--- src/rtl/kmhc_pkg.sv ---
// shared types and constants for the keypad hold counter
`timescale 1ns / 1ps
`default_nettype none

package kmhc_pkg;

    localparam int OP_BITS = 2;
    localparam int ROW_FIELD_BITS = 4;
    localparam int KEY_IDX_BITS = 2;
    localparam int DRIVE_BITS = 4;
    localparam int VALUE_BITS = 16;

    typedef enum logic [OP_BITS-1:0] {
        OP_SCAN  = 2'd0,
        OP_READ  = 2'd1,
        OP_WRITE = 2'd2
    } op_t;

    // per-lane control for one cycle
    typedef struct packed {
        logic scan_en;
        logic write_en;
        logic pressed;
    } lane_ctl_t;

endpackage

`default_nettype wire

--- src/rtl/kmhc_ifs.sv ---
// valid/ready channel interfaces for item words and result words
`timescale 1ns / 1ps
`default_nettype none

interface kmhc_in_if;
    logic                                valid;
    logic                                ready;
    logic [kmhc_pkg::OP_BITS-1:0]        op;
    logic [kmhc_pkg::ROW_FIELD_BITS-1:0] row_levels;
    logic [kmhc_pkg::KEY_IDX_BITS-1:0]   key_col;
    logic [kmhc_pkg::KEY_IDX_BITS-1:0]   key_row;
    logic [kmhc_pkg::VALUE_BITS-1:0]     write_value;

    modport source (output valid, op, row_levels, key_col, key_row, write_value,
                    input ready);
    modport sink (input valid, op, row_levels, key_col, key_row, write_value,
                  output ready);
endinterface

interface kmhc_out_if;
    logic                            valid;
    logic                            ready;
    logic [kmhc_pkg::DRIVE_BITS-1:0] column_drive;
    logic [kmhc_pkg::VALUE_BITS-1:0] read_value;

    modport source (output valid, column_drive, read_value, input ready);
    modport sink (input valid, column_drive, read_value, output ready);
endinterface

`default_nettype wire

--- src/rtl/kmhc_row_lane.sv ---
// hold counters of one keypad row, one per column, saturating
`timescale 1ns / 1ps
`default_nettype none

module kmhc_row_lane #(
    parameter int COLUMNS = 4,
    parameter int COUNT_WIDTH = 16
) (
    input  wire logic                                  clk,
    input  wire logic                                  rst_n,
    input  wire logic [(COLUMNS > 1 ? $clog2(COLUMNS) : 1)-1:0] addr,
    input  wire kmhc_pkg::lane_ctl_t                   ctl,
    input  wire logic [COUNT_WIDTH-1:0]                write_count,
    output logic [COUNT_WIDTH-1:0]                     count
);

    localparam logic [COUNT_WIDTH-1:0] COUNT_MAX = '1;

    logic [COUNT_WIDTH-1:0] cnt_reg [COLUMNS];
    logic [COUNT_WIDTH-1:0] cnt_next;

    assign count = cnt_reg[addr];

    always_comb
    begin
        if (ctl.write_en)
        begin
            cnt_next = write_count;
        end
        else if (ctl.pressed)
        begin
            // saturate at the top
            cnt_next = (count == COUNT_MAX) ? count : count + COUNT_WIDTH'(1);
        end
        else
        begin
            cnt_next = '0;
        end
    end

    always_ff @(posedge clk or negedge rst_n)
    begin
        if (!rst_n)
        begin
            for (int i = 0; i < COLUMNS; i++)
            begin
                cnt_reg[i] <= '0;
            end
        end
        else if (ctl.scan_en || ctl.write_en)
        begin
            cnt_reg[addr] <= cnt_next;
        end
    end

endmodule

`default_nettype wire

--- src/rtl/keypad_matrix_hold_counter.sv ---
// keypad matrix hold counter: top level with input and result registers
//
// item channel: op 0 scans the current column with the sampled active-low
// row levels, op 1 reads the hold count of key (key_col, key_row), op 2
// writes write_value into that key's count. op 3 changes nothing.
// result channel: one word per item, column_drive is the active-low pattern
// for the column the next scan uses, read_value the count on a read, else 0.
// a taken word is held in the input register and its result in the result register.
// throughput: one item per cycle while results are taken; every counter of the scanned column is
// updated in the same cycle by its own row lane.
// a stalled result holds in the output register; one more item waits in the
// input register, then ready drops until the receiver takes the result.
// reset clears the column pointer to column 0 and every hold count to zero.
`timescale 1ns / 1ps
`default_nettype none

module keypad_matrix_hold_counter #(
    parameter int COLUMNS = 4,
    parameter int ROWS = 4,
    parameter int COUNT_WIDTH = 16
) (
    input  wire logic   clk,
    input  wire logic   rst_n,
    kmhc_in_if.sink     item,
    kmhc_out_if.source  result
);

    localparam int COL_W = (COLUMNS > 1) ? $clog2(COLUMNS) : 1;
    localparam int ROW_W = (ROWS > 1) ? $clog2(ROWS) : 1;
    localparam int KCOL_W = (COL_W > kmhc_pkg::KEY_IDX_BITS) ? COL_W : kmhc_pkg::KEY_IDX_BITS;
    localparam int KROW_W = (ROW_W > kmhc_pkg::KEY_IDX_BITS) ? ROW_W : kmhc_pkg::KEY_IDX_BITS;

    // input register
    logic                                   in_valid_reg;
    logic [kmhc_pkg::OP_BITS-1:0]           op_reg;
    logic [kmhc_pkg::ROW_FIELD_BITS-1:0]    levels_reg;
    logic [kmhc_pkg::KEY_IDX_BITS-1:0]      key_col_reg;
    logic [kmhc_pkg::KEY_IDX_BITS-1:0]      key_row_reg;
    logic [kmhc_pkg::VALUE_BITS-1:0]        wval_reg;

    // result register
    logic                                   out_valid_reg;
    logic [kmhc_pkg::DRIVE_BITS-1:0]        drive_reg;
    logic [kmhc_pkg::VALUE_BITS-1:0]        rdval_reg;

    logic [COL_W-1:0]                       scan_col_reg;
    logic [COL_W-1:0]                       scan_col_next;

    logic                                   advance;
    logic                                   is_scan;
    logic                                   is_read;
    logic                                   is_write;
    logic                                   key_ok;
    logic [KCOL_W-1:0]                      kcol_ext;
    logic [KROW_W-1:0]                      krow_ext;
    logic [COL_W-1:0]                       key_col_idx;
    logic [ROW_W-1:0]                       key_row_idx;
    logic [COL_W-1:0]                       lane_addr;
    logic [COL_W-1:0]                       col_after;
    logic [COUNT_WIDTH-1:0]                 lane_count [ROWS];
    logic [COUNT_WIDTH-1:0]                 sel_count;
    logic [kmhc_pkg::DRIVE_BITS-1:0]        drive_next;
    logic [kmhc_pkg::VALUE_BITS-1:0]        rdval_next;

    assign advance = in_valid_reg && (!out_valid_reg || result.ready);
    assign item.ready = !in_valid_reg || advance;

    assign is_scan  = (op_reg == kmhc_pkg::OP_SCAN);
    assign is_read  = (op_reg == kmhc_pkg::OP_READ);
    assign is_write = (op_reg == kmhc_pkg::OP_WRITE);

    assign key_ok = (int'(key_col_reg) < COLUMNS) && (int'(key_row_reg) < ROWS);
    assign kcol_ext = KCOL_W'(key_col_reg);
    assign krow_ext = KROW_W'(key_row_reg);
    assign key_col_idx = kcol_ext[COL_W-1:0];
    assign key_row_idx = krow_ext[ROW_W-1:0];

    assign lane_addr = is_scan ? scan_col_reg : key_col_idx;

    assign scan_col_next = (int'(scan_col_reg) == COLUMNS - 1) ? '0
                                                               : scan_col_reg + COL_W'(1);
    assign col_after = is_scan ? scan_col_next : scan_col_reg;

    genvar r;
    generate
        for (r = 0; r < ROWS; r++)
        begin : g_lane
            kmhc_pkg::lane_ctl_t ctl;

            assign ctl.scan_en  = advance && is_scan;
            assign ctl.write_en = advance && is_write && key_ok && (int'(key_row_idx) == r);
            // rows past the level field read as released
            if (r < kmhc_pkg::ROW_FIELD_BITS)
            begin : g_sampled
                assign ctl.pressed = !levels_reg[r] && !is_write;
            end
            else
            begin : g_unsampled
                assign ctl.pressed = 1'b0;
            end

            kmhc_row_lane #(
                .COLUMNS     (COLUMNS),
                .COUNT_WIDTH (COUNT_WIDTH)
            ) u_lane (
                .clk         (clk),
                .rst_n       (rst_n),
                .addr        (lane_addr),
                .ctl         (ctl),
                .write_count (COUNT_WIDTH'(wval_reg)),
                .count       (lane_count[r])
            );
        end
    endgenerate

    assign sel_count = lane_count[key_row_idx];

    always_comb
    begin
        for (int i = 0; i < kmhc_pkg::DRIVE_BITS; i++)
        begin
            drive_next[i] = !(int'(col_after) == i);
        end
        rdval_next = (is_read && key_ok) ? kmhc_pkg::VALUE_BITS'(sel_count) : '0;
    end

    always_ff @(posedge clk or negedge rst_n)
    begin
        if (!rst_n)
        begin
            in_valid_reg  <= 1'b0;
            out_valid_reg <= 1'b0;
            scan_col_reg  <= '0;
        end
        else
        begin
            if (item.ready)
            begin
                in_valid_reg <= item.valid;
            end
            if (advance)
            begin
                out_valid_reg <= 1'b1;
            end
            else if (result.ready)
            begin
                out_valid_reg <= 1'b0;
            end
            if (advance && is_scan)
            begin
                scan_col_reg <= scan_col_next;
            end
        end
    end

    always_ff @(posedge clk)
    begin
        if (item.valid && item.ready)
        begin
            op_reg      <= item.op;
            levels_reg  <= item.row_levels;
            key_col_reg <= item.key_col;
            key_row_reg <= item.key_row;
            wval_reg    <= item.write_value;
        end
        if (advance)
        begin
            drive_reg <= drive_next;
            rdval_reg <= rdval_next;
        end
    end

    assign result.valid        = out_valid_reg;
    assign result.column_drive = drive_reg;
    assign result.read_value   = rdval_reg;

endmodule

`default_nettype wire
--- src/flat_wrapper.sv ---
// flat-port wrapper written by rule: the top's interface ports become plain ports
module keypad_matrix_hold_counter_flat 
#(
    parameter int COLUMNS = 4,
    parameter int ROWS = 4,
    parameter int COUNT_WIDTH = 16
)
  (clk, rst_n, item_valid, item_op, item_row_levels, item_key_col, item_key_row, item_write_value, item_ready, result_valid, result_column_drive, result_read_value, result_ready);
  kmhc_in_if item_i ();
  kmhc_out_if result_i ();
  input  wire logic clk;
  input  wire logic rst_n;
  input wire logic [$bits(item_i.valid)-1:0] item_valid;
  input wire logic [$bits(item_i.op)-1:0] item_op;
  input wire logic [$bits(item_i.row_levels)-1:0] item_row_levels;
  input wire logic [$bits(item_i.key_col)-1:0] item_key_col;
  input wire logic [$bits(item_i.key_row)-1:0] item_key_row;
  input wire logic [$bits(item_i.write_value)-1:0] item_write_value;
  output wire logic [$bits(item_i.ready)-1:0] item_ready;
  output wire logic [$bits(result_i.valid)-1:0] result_valid;
  output wire logic [$bits(result_i.column_drive)-1:0] result_column_drive;
  output wire logic [$bits(result_i.read_value)-1:0] result_read_value;
  input wire logic [$bits(result_i.ready)-1:0] result_ready;
  assign item_i.valid = item_valid;
  assign item_i.op = item_op;
  assign item_i.row_levels = item_row_levels;
  assign item_i.key_col = item_key_col;
  assign item_i.key_row = item_key_row;
  assign item_i.write_value = item_write_value;
  assign item_ready = item_i.ready;
  assign result_valid = result_i.valid;
  assign result_column_drive = result_i.column_drive;
  assign result_read_value = result_i.read_value;
  assign result_i.ready = result_ready;
  keypad_matrix_hold_counter #(.COLUMNS(COLUMNS), .ROWS(ROWS), .COUNT_WIDTH(COUNT_WIDTH)) u_core (.clk(clk), .rst_n(rst_n), .item(item_i), .result(result_i));
endmodule
--- config.mk ---
export PLATFORM = sky130hd
export DESIGN_NAME = keypad_matrix_hold_counter_flat
export DESIGN_NICKNAME = d
export VERILOG_FILES = /design/src/rtl/kmhc_pkg.sv /design/src/rtl/kmhc_ifs.sv /design/src/rtl/kmhc_row_lane.sv /design/src/rtl/keypad_matrix_hold_counter.sv /design/src/flat_wrapper.sv
export SDC_FILE = /design/constraint.sdc
export NUM_CORES = 1
export LEC_CHECK = 0
export BUFFER_PORTS_ARGS = -buffer_cell sky130_fd_sc_hd__clkbuf_2
export CORE_MARGIN = 2
export CORE_UTILIZATION = 55
export CTS_CLUSTER_SIZE = 28
export DETAILED_ROUTE_END_ITERATION = 8
export PLACE_DENSITY = 0.68
export SETUP_SLACK_MARGIN = 0.2
export SYNTH_ARGS = -nofsm -noshare
export SYNTH_HDL_FRONTEND = slang
export SYNTH_SLANG_ARGS = --single-unit
--- constraint.sdc ---
create_clock -name clk -period 4.5 [get_ports clk]
set_input_delay 0.9 -clock clk [delete_from_list [all_inputs] [get_ports clk]]
set_output_delay 0.9 -clock clk [all_outputs]
set_load 0.01 [all_outputs]
==> flow_metrics.py <==
metrics = {
    "run_status": {
        "status": "completed",
    },
    "cts": {
        "cts_htree_levels": 2,
        "cts.reportedPaths.clkPinSlew_ps": 60,
        "cts_setup_buffers": 0,
        "cts_tree": "done",
        "holdBufCountCts": 0,
        "cts_root_buf": "clkbuf_16",
        "cts_buffers": 34,
        "insertion_delay_ps": 520,
        "cts_buffer_depth": 3,
        "ctsResizeCount": 0,
        "clock_sinks": 306,
    },
    "route": {
        "wl_um": 46300,
        "vias": 13100,
        "first_pass_iters": 8,
        "viasPerCell": 6.50,
        "dr.first_iter.drc_count": 1336,
        "drc": 0,
        "ant_nets": 0,
        "wire_per_inst_um": 23.1,
    },
    "pwr": {
        "power_density_nw_per_um2": 644,
        "leakagePower_nw": 6.99,
        "peakVddDrop_mv": 0.367,
    },
    "worst_setup_path": {
        "required_ps": 4870,
        "cp.buffers_inverters": 1,
        "slowest_stage": "o21a_4",
        "crit_fanout": 59,
        "critPathLaunchType": "register",
        "slowest_delay_ps": 800,
        "crit_arrival_ps": 4300,
        "cpLargestDelayFamily": "compound AO/OA/AOI/OAI gates",
        "crit_path_end_kind": "register",
        "path_cells": "o211ai_1 -> o21a_4 -> o22ai_1 -> nor2_1 -> nand4_2 -> nor4_2 -> buf_4 -> mux2_1 -> a22oi_2 -> a21oi_1",
        "crit_type": "register to register",
    },
    "synth": {
        "syn_inst": 1551,
        "syn_area_per_cell_um2": 9.96,
        "netlist_top_cells_area": "dfrtp_1 42%, edfxtp_1 8.9%, nor2_1 6.2%",
        "ys_ff_latch": 306,
        "synth_edf_count": 46,
        "synth.top_cell.area_share_pct": 42.1,
        "syn-cell-area_um2": 15400,
        "synth_cell_types": 81,
        "ys_warn_count": 0,
        "synth_fp_nets": 1586,
        "synth_flop_cell": "dfrtp_1",
        "yosysTopAreaCell": "dfrtp_1",
        "async_flop_share_pct": 85.0,
        "yosysSeqAreaShare_pct": 51.1,
        "post-synth-top-count-cell": "dfrtp_1",
        "ys_top_cells_by_count": "260 x dfrtp_1, 255 x nor2_1, 120 x o22ai_1",
    },
    "hold_path": {
        "min-delay-path-class": "input pin to asynchronous set/reset pin",
    },
    "job": {
        "drv_cap": 0,
    },
    "timing": {
        "worstMarginPinSlew_ps": 1040,
        "setup_viol": 0,
        "fin_crit_ps": 3930,
        "drv_slew": 0,
        "finalSetupTns_ps": 0,
        "relSlewSlack_pct": 30.6,
        "finalCritPeriodShare_pct": 87.4,
        "rsz0062_at_grt": "false",
        "fin_skew_ps": 19.0,
        "fmax_ghz": 0.254,
        "timing_hold_violations_final": 0,
    },
    "floorplanning": {
        "die-area_um2": 29400,
        "fp.dieW_um": 172,
        "dieHeight_um": 172,
        "rows": 61,
        "core_area_um2": 27700,
        "start_util_pct": 55.7,
        "io_pins": 52,
    },
    "placement": {
        "dpl.hpwl_um": 30900,
        "gp_congestion": 0.913,
        "port_buffers": 51,
    },
    "global_routing": {
        "grt_max_degree": 96,
        "grt_overflow": 0,
        "gr-usage-all-layers_pct": 32.0,
        "antenna_found_initial": 0,
        "grt_pass1_wl_um": 71700,
        "first_global_vias": 12400,
    },
    "cells_and_area": {
        "fin_nets": 1640,
        "fillers": 2301,
        "fin_util_pct": 62.4,
        "antenna_cells": 0,
        "area_growth_pct": 12.0,
        "largest_register_ffs": 256,
        "drive_gt1_share_pct": 20.6,
    },
}
[worst paths after layout]
path                                                startpoint                             endpoint  slack [ps]  cells after the start
min in group clk           u_core.g_lane[0].u_lane.cnt_reg[14]  u_core.g_lane[0].u_lane.cnt_reg[14]         480                      2
hold reg to reg            u_core.g_lane[0].u_lane.cnt_reg[14]  u_core.g_lane[0].u_lane.cnt_reg[14]         480                      2
setup reg to reg                              u_core.op_reg[0]  u_core.g_lane[1].u_lane.cnt_reg[49]         570                     10
setup / recovery                              u_core.op_reg[0]  u_core.g_lane[1].u_lane.cnt_reg[49]         570                     10
hold / removal                                           rst_n  u_core.g_lane[3].u_lane.cnt_reg[44]         410                      1
max in group asynchronous                                rst_n  u_core.g_lane[1].u_lane.cnt_reg[54]        3080                      2
[routing by layer]
| layer | global-route usage (%) | vias to the layer above | part of all wire [%] |
|---|---|---|---|
| met5 | 0 | - | 0 |
| met4 | 13.6 | 0 | 5.0 |
| met2 | 49.9 | 640 | 45 |
| li1 | - | 5914 | - |
| met3 | 4.92 | 162 | 8.2 |
| met1 | 44.6 | 6335 | 42 |
[cell type report]
| class | instances | area, µm² | area share, % |
|---|---|---|---|
| flip-flops and latches | 306 | 7890 | 45.6 |
| clock inverters | 7 | 66.3 | 0.383 |
| clock buffers | 53 | 1000 | 5.80 |
| inverters | 5 | 18.8 | 0.109 |
| multi-input cells | 1138 | 6990 | 40.4 |
| well taps | 378 | 473 | 2.73 |
| repair buffers | 120 | 858 | 4.96 |
[kinds of logic after synthesis]
logic type      count (synthesis)  synth area share, %
compound gates                487                 20.1
simple gates                  548                 17.2
fa+ha+maj                       5                0.405
mux                            92                 6.97
xor+xnor                        6                0.340
buf+inv                       107                 3.90
flops                         306                 51.1
[where the power goes]
group	total, mW	switching, mW	internal (mW)
clock	2.68	1.09	1.59
sequential	4.58	0.663	3.92
combinational	3.88	2.34	1.54
total	11.1	4.10	7.05
[per-stage QoR]
step / hold WS, ps / area (µm²) / setup WS [ps] / cells / power, mW
after detailed placement: 470 / 16200 / 643 / 1947 / 8.39
after floorplan: 449 / 15400 / 1220 / 1551 / 7.19
after global placement: 463 / 16200 / 763 / 1947 / 8.25
after CTS: 458 / 17300 / 614 / 2007 / 11.1
final: 407 / 17300 / 567 / 2007 / 11.1
after global routing: 495 / 17300 / 265 / 2007 / 11.8
[cells in the final DEF, fill, tap and decap left out, types with 6 or more instances in the layout]
master,instances
dfrtp_1,260
nor2_1,244
o22ai_1,120
a21oi_1,115
nand2_1,106
a31oi_1,87
mux2_2,67
buf_4,63
clkbuf_2,50
edfxtp_1,46
o21ai_0,36
clkbuf_16,35
nor2_2,31
nor3_1,28
nor4_1,21
or2_2,20
o21ai_1,19
nand3_1,17
mux2i_1,16
a211oi_1,15
a22oi_1,12
clkbuf_1,12
o31ai_1,11
a311oi_1,10
nand4_1,9
and3_1,9
nand4_2,8
o31a_1,8
nand2b_1,7
or2_1,6
nor2b_1,6
clkbuf_8,6
buf_12,6
(Power assumes the default switching activity.)
